--- src/lmss_pkg.sv ---
// Shared constants, types and request codes of the LED matrix shadow store.
package lmss_pkg;

  // Chain size and store geometry.
  localparam int MODULES = 4;
  localparam int ROWS = 8;
  localparam int DEPTH = MODULES * ROWS;
  localparam int MIDX_W = (MODULES > 1) ? $clog2(MODULES) : 1;
  localparam int ADDR_W = MIDX_W + 3;

  // Request operation codes.
  localparam logic [2:0] OP_SET_ROW = 3'd0;
  localparam logic [2:0] OP_SET_COL = 3'd1;
  localparam logic [2:0] OP_SET_LED = 3'd2;
  localparam logic [2:0] OP_GLB_COL = 3'd3;
  localparam logic [2:0] OP_GLB_LED = 3'd4;
  localparam logic [2:0] OP_REFRESH = 3'd5;

  // How a visited row is changed.
  typedef enum logic [1:0] {
    KIND_ROW,
    KIND_BIT,
    KIND_REF
  } kind_t;

  // Decoded request handed from the decoder to the sequencer.
  typedef struct packed {
    logic              ok;
    kind_t             kind;
    logic              single;
    logic [MIDX_W-1:0] mod_idx;
    logic [2:0]        row_idx;
    logic [2:0]        col_idx;
    logic [7:0]        bits;
  } req_t;

endpackage

--- src/lmss_ram.sv ---
// Generic single-port-write, single-port-read RAM with registered read data.
module lmss_ram #(
  parameter int WIDTH = 8,
  parameter int DEPTH = 32
) (
  input  logic                     clk,
  input  logic                     we,
  input  logic [$clog2(DEPTH)-1:0] waddr,
  input  logic [WIDTH-1:0]         wdata,
  input  logic                     re,
  input  logic [$clog2(DEPTH)-1:0] raddr,
  output logic [WIDTH-1:0]         rdata
);

  logic [WIDTH-1:0] mem [DEPTH];

  // Write port and registered read port.
  always_ff @(posedge clk) begin
    if (we) begin
      mem[waddr] <= wdata;
    end
    if (re) begin
      rdata <= mem[raddr];
    end
  end

endmodule

--- src/lmss_decode.sv ---
// Request decoder: range checks and mapping of a request to rows to visit.
module lmss_decode (
  input  logic          [2:0] operation,
  input  logic          [3:0] row,
  input  logic          [5:0] column,
  input  logic          [2:0] module_req,
  input  logic          [7:0] pixel_bits,
  input  logic                led_on,
  output lmss_pkg::req_t      req
);

  logic                        row_ok;
  logic                        lcol_ok;
  logic                        gcol_ok;
  logic                        mod_ok;
  logic [5:0]                  col_m1;
  logic [lmss_pkg::MIDX_W-1:0] lmod;
  logic [lmss_pkg::MIDX_W-1:0] gmod;

  // Range checks and index conversion.
  always_comb begin
    row_ok  = (row >= 4'd1) && (row <= 4'(lmss_pkg::ROWS));
    lcol_ok = (column >= 6'd1) && (column <= 6'd8);
    gcol_ok = (column >= 6'd1) && ({1'b0, column} <= 7'(8 * lmss_pkg::MODULES));
    mod_ok  = (module_req >= 3'd1) && ({1'b0, module_req} <= 4'(lmss_pkg::MODULES));
    col_m1  = column - 6'd1;
    lmod    = lmss_pkg::MIDX_W'(module_req - 3'd1);
    gmod    = lmss_pkg::MIDX_W'(col_m1[5:3]);
  end

  // Operation decode.
  always_comb begin
    req.ok      = 1'b0;
    req.kind    = lmss_pkg::KIND_ROW;
    req.single  = 1'b1;
    req.mod_idx = lmod;
    req.row_idx = 3'(row - 4'd1);
    req.col_idx = col_m1[2:0];
    req.bits    = pixel_bits;
    case (operation)
      lmss_pkg::OP_SET_ROW: begin
        req.ok = row_ok && mod_ok;
      end
      lmss_pkg::OP_SET_COL: begin
        req.ok      = lcol_ok && mod_ok;
        req.kind    = lmss_pkg::KIND_BIT;
        req.single  = 1'b0;
        req.row_idx = 3'd0;
      end
      lmss_pkg::OP_SET_LED: begin
        req.ok   = lcol_ok && row_ok && mod_ok;
        req.kind = lmss_pkg::KIND_BIT;
        req.bits = {8{led_on}};
      end
      lmss_pkg::OP_GLB_COL: begin
        req.ok      = gcol_ok;
        req.kind    = lmss_pkg::KIND_BIT;
        req.single  = 1'b0;
        req.mod_idx = gmod;
        req.row_idx = 3'd0;
      end
      lmss_pkg::OP_GLB_LED: begin
        req.ok      = gcol_ok && row_ok;
        req.kind    = lmss_pkg::KIND_BIT;
        req.mod_idx = gmod;
        req.bits    = {8{led_on}};
      end
      lmss_pkg::OP_REFRESH: begin
        req.ok      = 1'b1;
        req.kind    = lmss_pkg::KIND_REF;
        req.single  = 1'b0;
        req.mod_idx = '0;
        req.row_idx = 3'd0;
      end
      default: begin
        req.ok = 1'b0;
      end
    endcase
  end

endmodule

--- src/lmss_seq.sv ---
// Row sequencer: read-modify-write of stored rows and the command output register.
module lmss_seq (
  input  logic                          clk,
  input  logic                          rst,
  input  logic                          in_valid,
  output logic                          in_ready,
  input  lmss_pkg::req_t                req,
  output logic                          ram_we,
  output logic [lmss_pkg::ADDR_W-1:0]   ram_waddr,
  output logic [7:0]                    ram_wdata,
  output logic                          ram_re,
  output logic [lmss_pkg::ADDR_W-1:0]   ram_raddr,
  input  logic [7:0]                    ram_rdata,
  output logic                          out_valid,
  input  logic                          out_ready,
  output logic [2:0]                    out_module,
  output logic [3:0]                    out_address,
  output logic [7:0]                    out_data,
  output logic                          out_last
);

  typedef enum logic [1:0] {
    ST_IDLE,
    ST_READ,
    ST_MOD
  } state_t;

  state_t                        state;
  lmss_pkg::kind_t               kind;
  logic                          single;
  logic [lmss_pkg::MIDX_W-1:0]   mod_idx;
  logic [2:0]                    row_idx;
  logic [2:0]                    col_idx;
  logic [7:0]                    bits;
  logic [lmss_pkg::DEPTH-1:0]    written;
  logic                          rd_written;
  logic [lmss_pkg::ADDR_W-1:0]   addr;
  logic [7:0]                    cur;
  logic [7:0]                    row_next;
  logic [7:0]                    mask;
  logic                          done;
  logic                          out_free;

  assign in_ready = (state == ST_IDLE);
  assign addr     = {mod_idx, row_idx};
  assign out_free = !out_valid || out_ready;

  // Rows never written read as dark.
  assign cur  = rd_written ? ram_rdata : 8'd0;
  assign mask = 8'd1 << col_idx;

  // New row contents and end-of-request detection.
  always_comb begin
    case (kind)
      lmss_pkg::KIND_ROW: row_next = bits;
      lmss_pkg::KIND_BIT: row_next = bits[row_idx] ? (cur | mask) : (cur & ~mask);
      default:            row_next = cur;
    endcase
    done = single || ((row_idx == 3'd7) &&
           ((kind != lmss_pkg::KIND_REF) ||
            (mod_idx == lmss_pkg::MIDX_W'(lmss_pkg::MODULES - 1))));
  end

  // Memory access: read in the read state, write back in the modify state unless refreshing.
  assign ram_re    = (state == ST_READ);
  assign ram_raddr = addr;
  assign ram_we    = (state == ST_MOD) && (kind != lmss_pkg::KIND_REF);
  assign ram_waddr = addr;
  assign ram_wdata = row_next;

  // State, request registers and the output register.
  always_ff @(posedge clk) begin
    if (rst) begin
      state     <= ST_IDLE;
      written   <= '0;
      out_valid <= 1'b0;
    end else begin
      if (out_valid && out_ready) begin
        out_valid <= 1'b0;
      end
      case (state)
        ST_IDLE: begin
          if (in_valid && req.ok) begin
            state <= ST_READ;
          end
        end
        ST_READ: begin
          if (out_free) begin
            state <= ST_MOD;
          end
        end
        ST_MOD: begin
          if (kind != lmss_pkg::KIND_REF) begin
            written[addr] <= 1'b1;
          end
          out_valid <= 1'b1;
          state     <= done ? ST_IDLE : ST_READ;
        end
        default: begin
          state <= ST_IDLE;
        end
      endcase
    end

    // Payload registers.
    if (state == ST_IDLE && in_valid) begin
      kind    <= req.kind;
      single  <= req.single;
      mod_idx <= req.mod_idx;
      row_idx <= req.row_idx;
      col_idx <= req.col_idx;
      bits    <= req.bits;
    end
    if (state == ST_READ) begin
      rd_written <= written[addr];
    end
    if (state == ST_MOD) begin
      out_module  <= 3'(mod_idx) + 3'd1;
      out_address <= {1'b0, row_idx} + 4'd1;
      out_data    <= row_next;
      out_last    <= done;
      row_idx     <= row_idx + 3'd1;
      if (row_idx == 3'd7) begin
        mod_idx <= mod_idx + lmss_pkg::MIDX_W'(1);
      end
    end
  end

  // A valid request always starts a row visit.
  a_start: assert property (@(posedge clk) disable iff (rst)
    (state == ST_IDLE && in_valid && req.ok) |=> (state == ST_READ))
    else $error("accepted request did not start a row visit");

  // Every modify step delivers a command into the output register.
  a_emit: assert property (@(posedge clk) disable iff (rst)
    (state == ST_MOD) |=> out_valid)
    else $error("modify step produced no command");

  // The modify step is entered only with a free output register.
  a_free: assert property (@(posedge clk) disable iff (rst)
    (state == ST_MOD) |-> $past(out_free))
    else $error("modify step would overwrite a pending command");

  // The last command of a request ends the request.
  a_end: assert property (@(posedge clk) disable iff (rst)
    (state == ST_MOD && done) |=> (state == ST_IDLE && out_last))
    else $error("request did not end with its last command");

  // A refresh never changes the store.
  a_refresh: assert property (@(posedge clk) disable iff (rst)
    (kind == lmss_pkg::KIND_REF) |-> !ram_we)
    else $error("refresh wrote the row store");

endmodule

--- src/led_matrix_shadow_store_unit.sv ---
// Top level of the LED matrix shadow store: stream ports, decoder, sequencer and row memory.
// Keeps one byte per row for each module of a 4-module chain of 8x8 LED drivers and
// answers each request with one row-register command per row it touches, the final
// command carrying tlast. Requests are taken one at a time. A request is accepted in an
// idle cycle, and after that every command takes a read of the single row memory, then
// the modify and write back. After the request transfer the sequencer passes through its
// read and modify states, and the first command is then registered for output. The next
// request is accepted once the last command of the current one is registered. A read
// waits while a command waits in the output register for tready. A request with a row,
// column or module out of range, or an unused operation code, is consumed without
// output. The store reads as all dark right after reset: per-row written flags stand in
// for a clearing pass.
module led_matrix_shadow_store_unit (
  input  logic        clk,
  input  logic        rst,
  input  logic        s_tvalid,
  output logic        s_tready,
  // operation[2:0], row[6:3], column[12:7], module_req[15:13], pixel_bits[23:16],
  // led_on[24], zero[31:25]
  input  logic [31:0] s_tdata,
  output logic        m_tvalid,
  input  logic        m_tready,
  // target_module[2:0], register_address[6:3], register_data[14:7], zero[15]
  output logic [15:0] m_tdata,
  output logic        m_tlast
);

  lmss_pkg::req_t              req;
  logic                        ram_we;
  logic [lmss_pkg::ADDR_W-1:0] ram_waddr;
  logic [7:0]                  ram_wdata;
  logic                        ram_re;
  logic [lmss_pkg::ADDR_W-1:0] ram_raddr;
  logic [7:0]                  ram_rdata;
  logic [2:0]                  out_module;
  logic [3:0]                  out_address;
  logic [7:0]                  out_data;

  // Request decode straight from the input transfer.
  lmss_decode u_decode (
    .operation  (s_tdata[2:0]),
    .row        (s_tdata[6:3]),
    .column     (s_tdata[12:7]),
    .module_req (s_tdata[15:13]),
    .pixel_bits (s_tdata[23:16]),
    .led_on     (s_tdata[24]),
    .req        (req)
  );

  // Row visits and command output.
  lmss_seq u_seq (
    .clk         (clk),
    .rst         (rst),
    .in_valid    (s_tvalid),
    .in_ready    (s_tready),
    .req         (req),
    .ram_we      (ram_we),
    .ram_waddr   (ram_waddr),
    .ram_wdata   (ram_wdata),
    .ram_re      (ram_re),
    .ram_raddr   (ram_raddr),
    .ram_rdata   (ram_rdata),
    .out_valid   (m_tvalid),
    .out_ready   (m_tready),
    .out_module  (out_module),
    .out_address (out_address),
    .out_data    (out_data),
    .out_last    (m_tlast)
  );

  // Row store.
  lmss_ram #(
    .WIDTH (8),
    .DEPTH (lmss_pkg::DEPTH)
  ) u_store (
    .clk   (clk),
    .we    (ram_we),
    .waddr (ram_waddr),
    .wdata (ram_wdata),
    .re    (ram_re),
    .raddr (ram_raddr),
    .rdata (ram_rdata)
  );

  // Output packing.
  assign m_tdata = {1'b0, out_data, out_address, out_module};

endmodule
--- config.mk ---
export PLATFORM = sky130hd
export DESIGN_NAME = led_matrix_shadow_store_unit
export DESIGN_NICKNAME = d
export VERILOG_FILES = /design/src/lmss_pkg.sv /design/src/lmss_ram.sv /design/src/lmss_decode.sv /design/src/lmss_seq.sv /design/src/led_matrix_shadow_store_unit.sv
export SDC_FILE = /design/constraint.sdc
export NUM_CORES = 1
export LEC_CHECK = 0
export ABC_CLOCK_PERIOD_IN_PS = 3590
export BUFFER_PORTS_ARGS = -buffer_cell sky130_fd_sc_hd__buf_2
export CORE_AREA = 2 2 148 150
export DETAILED_ROUTE_END_ITERATION = 12
export DIE_AREA = 0 0 150 152
export GPL_ROUTABILITY_DRIVEN = 1
export PLACE_DENSITY_LB_ADDON = 0.05
export SYNTH_ARGS = -nofsm -noshare
export SYNTH_HDL_FRONTEND = slang
export SYNTH_HIERARCHICAL = 1
export SYNTH_SLANG_ARGS = --single-unit
--- constraint.sdc ---
create_clock -name clk -period 3.59 [get_ports clk]
set_input_delay 0.359 -clock clk [delete_from_list [all_inputs] [get_ports clk]]
set_output_delay 0.359 -clock clk [all_outputs]
set_load 0.01 [all_outputs]
==> flow_summary_export.csv <==
group,metric,value,unit
clock_tree,cts_hold_buf,0,
synth,synth_area_per_cell,17.2,sq um
synth,synthTopCellsByCount,"edfxtp_1, nor2_1, mux4_2, dfxtp_1, nand2_1",
critical_path,worst-setup-path-type,"flip-flop to flip-flop",
placed_design,hpwl,17500,um
drt,drc_errors,0,
clock_tree,clk-insertion-delay-late,0.51,ns
placed_design,place_ws,0.705,ns
sta,min_period_over_period,0.815,
clock_tree,cts_tree,"yes",
clock_tree,cts_setup_buffers,0,
finish,area_growth,12.2,%
synth,netlist.top_cell.by_area,"edfxtp_1",
pwr,report.power.total,0.00864,W
critical_path,critPathLaunchType,"flip-flop",
finish,fin_nets,923,
critical_path,cp_max_fo,18,
sta,tightest_slew,1.01,ns
clock_tree,cts_made_buffers,35,
floorplanning,die_area,22800,sq um
floorplanning,rows,54,
clock_tree,clkTransAtPathRegs,0.06,ns
critical_path,r2r_slack,0.66,ns
pwr,peakVddDrop,0.500,mV
finish,diodes,0,
floorplanning,ios,55,
synth,async_flop_share,0,
critical_path,crit_required,3.83,ns
critical_path,regToRegEndpoint,"u_store/rdata[3]$_DFFE_PP_",
sta,hold_viol_final,0,
placed_design,portBuffers,46,
status,status,"completed",
drt,drt_wl_total,27900,um
synth,yosys_register_bits,335,
synth,synth_most_common_cell,"edfxtp_1",
finish,layout-drive-gt1-share,0.249,
sta,drv_slew,0,
synth,synth_edf_count,298,
sta,fmax,342,MHz
critical_path,reg2regPathDepth,4,
flow_run,maxCapViolCount,0,
hold_path,hold_class,"primary input to flip-flop",
floorplanning,start_util,0.649,
sta,fin_ws,0.665,ns
floorplanning,die_h,152,um
placed_design,place_congestion,0.874,
synth,synth_area,13900,sq um
critical_path,cp-end-kind,"flip-flop",
pwr,p_leak,5.29,nW
critical_path,crit_arrival,3.17,ns
clock_tree,ctsResizeCount,0,
drt,routedWlPerCell,23.8,um
sta,period_needed,2.93,ns
critical_path,crit_end,"u_store/rdata[3]$_DFFE_PP_",
pwr,power_density,556,nW/um^2
clock_tree,numClockSinks,335,
synth,netlist_top_cells_area,"edfxtp_1, mux4_2, dfxtp_1",
drt,first_iter_violations,593,
synth,synth_nets,856,
sta,slew_headroom,0.328,
grt,grt_max_degree,75,
synth,synth-seq-area-share,0.699,
synth,synth_cell_types,56,
sta,finClkSkew,0.0187,ns
synth,synth_flop_cell,"edfxtp_1",
floorplanning,dieWidth,150,um
synth,syn_inst,804,
floorplanning,core,21400,sq um
drt,drtAntennaViolNets,0,
grt,globalRouteOverflowTotal,0,
grt,grt_pass1_wl,43000,um
critical_path,r2r_start,"u_seq/row_idx[0]$_DFFE_PP_",
grt,antenna_found_initial,0,
critical_path,startpoint,"u_seq/row_idx[0]$_DFFE_PP_",
clock_tree,cts_root_buf,"clkbuf_16",
drt,viasPerCell,6.34,
grt,grt_pass1_vias,7495,
drt,num_vias,7438,
grt,grt_use_total,0.252,
sta,fin_tns_setup,0,ns
synth,yosys.area.top_type_share,0.646,
clock_tree,cts_buffer_depth,3,
drt,firstDrtPassIters,5,
clock_tree,h-tree-depth,2,
sta,timing.hold.ws,0.179,ns
finish,utilization,0.728,
sta,rsz0062_at_grt,"no",
synth,ys_warn_count,6,
sta,final-setup-viol-count,0,
[worst max-delay path, cell delays in order, from the launching register on]
cell and delay [ns]:
edfxtp_1 0.99, buf_12 0.27, mux4_2 0.56, mux4_2 0.53, mux2_2 0.30
[worst min path at each step]
stage               cells past startpoint                        endpoint                            from  slack (ns)
global route                            3         u_seq/bits[5]$_DFFE_PP_                     s_tdata[21]        0.19
detailed placement                      2  u_seq/written[31]$_SDFFE_PP0P_  u_seq/written[31]$_SDFFE_PP0P_        0.45
CTS                                     3         u_seq/bits[1]$_DFFE_PP_                     s_tdata[17]        0.16
finish                                  3         u_seq/bits[1]$_DFFE_PP_                     s_tdata[17]        0.18
global placement                        2  u_seq/written[21]$_SDFFE_PP0P_  u_seq/written[21]$_SDFFE_PP0P_        0.44
floorplan                               2  u_seq/written[31]$_SDFFE_PP0P_  u_seq/written[31]$_SDFFE_PP0P_        0.43
[layout by cell type, fill, tap and decap left out, drive strengths merged, types with 4 or more instances in the layout]
| cell | n |
|---|---|
| a211oi | 6 |
| a31oi | 16 |
| nand2b | 6 |
| edfxtp | 298 |
| mux2i | 16 |
| inv | 21 |
| and2 | 7 |
| buf | 78 |
| a21oi | 26 |
| nand2 | 36 |
| o211a | 5 |
| clkinv | 11 |
| nand3 | 4 |
| o21ai | 13 |
| mux4 | 80 |
| nor2 | 84 |
| a221o | 8 |
| a22oi | 5 |
| nor2b | 15 |
| ha | 16 |
| dfxtp | 37 |
| mux2 | 9 |
| nor3b | 4 |
| clkbuf | 46 |
| nand3b | 5 |
[kinds of logic (layout without fill, tap and decap cells)]
family / Yosys count / count (layout) / synth area share
fa+ha+maj: 16 / 16 / 0.0144
compound gates: 94 / 94 / 0.0464
mux: 105 / 105 / 0.149
buf+inv: 68 / 158 / 0.0246
xor+xnor: 5 / 5 / 0.00370
flops: 335 / 335 / 0.699
other cells: 1 / 1 / 0.000271
simple gates: 180 / 180 / 0.0627
[state kept, by name, summed over array words and instances (netlist names)]
register,count
u_seq/single,1
u_seq/out_address,4
u_seq/out_last,1
u_seq/out_data,8
u_store/mem,256
u_store/rdata,8
u_seq/state,2
u_seq/out_valid,1
u_seq/rd_written,1
u_seq/row_idx,3
u_seq/bits,8
u_seq/written,32
u_seq/col_idx,3
u_seq/mod_idx,2
u_seq/kind,2
u_seq/out_module,3
[layer usage]
metal | up-vias | track usage | routed length, um
li1 | 3297 | - | -
met1 | 3798 | 0.359 | 11400
met2 | 297 | 0.405 | 13900
met3 | 46 | 0.0465 | 1880
met4 | 0 | 0.0786 | 737
met5 | - | 0 | 0
[layout make-up]
| class | instances | area [sq um] |
|---|---|---|
| inverters | 20 | 75.1 |
| well taps | 280 | 350 |
| multi-input cells | 401 | 3830 |
| clock inverters | 14 | 129 |
| clock buffers | 46 | 938 |
| flip-flops and latches | 335 | 9690 |
| fillers | 1305 | 5800 |
| repair buffers | 78 | 533 |
[power by group]
part           internal (W)  leakage, nW  switching (W)
clock network       0.00198        0.523        0.00137
registers           0.00437         3.02      0.0000696
logic              0.000363         1.75       0.000488
total               0.00671         5.29        0.00193
[stage by stage]
| stage | instances | cell area, sq um |
|---|---|---|
| 6_report | 1174 | 15500 |
| 5_1_grt | 1174 | 15500 |
| 3_5_place_dp | 1114 | 14500 |
| 4_1_cts | 1174 | 15500 |
| 2_1_floorplan | 804 | 13900 |
| 3_3_place_gp | 1114 | 14500 |
Power figures use the tool's default switching activity.
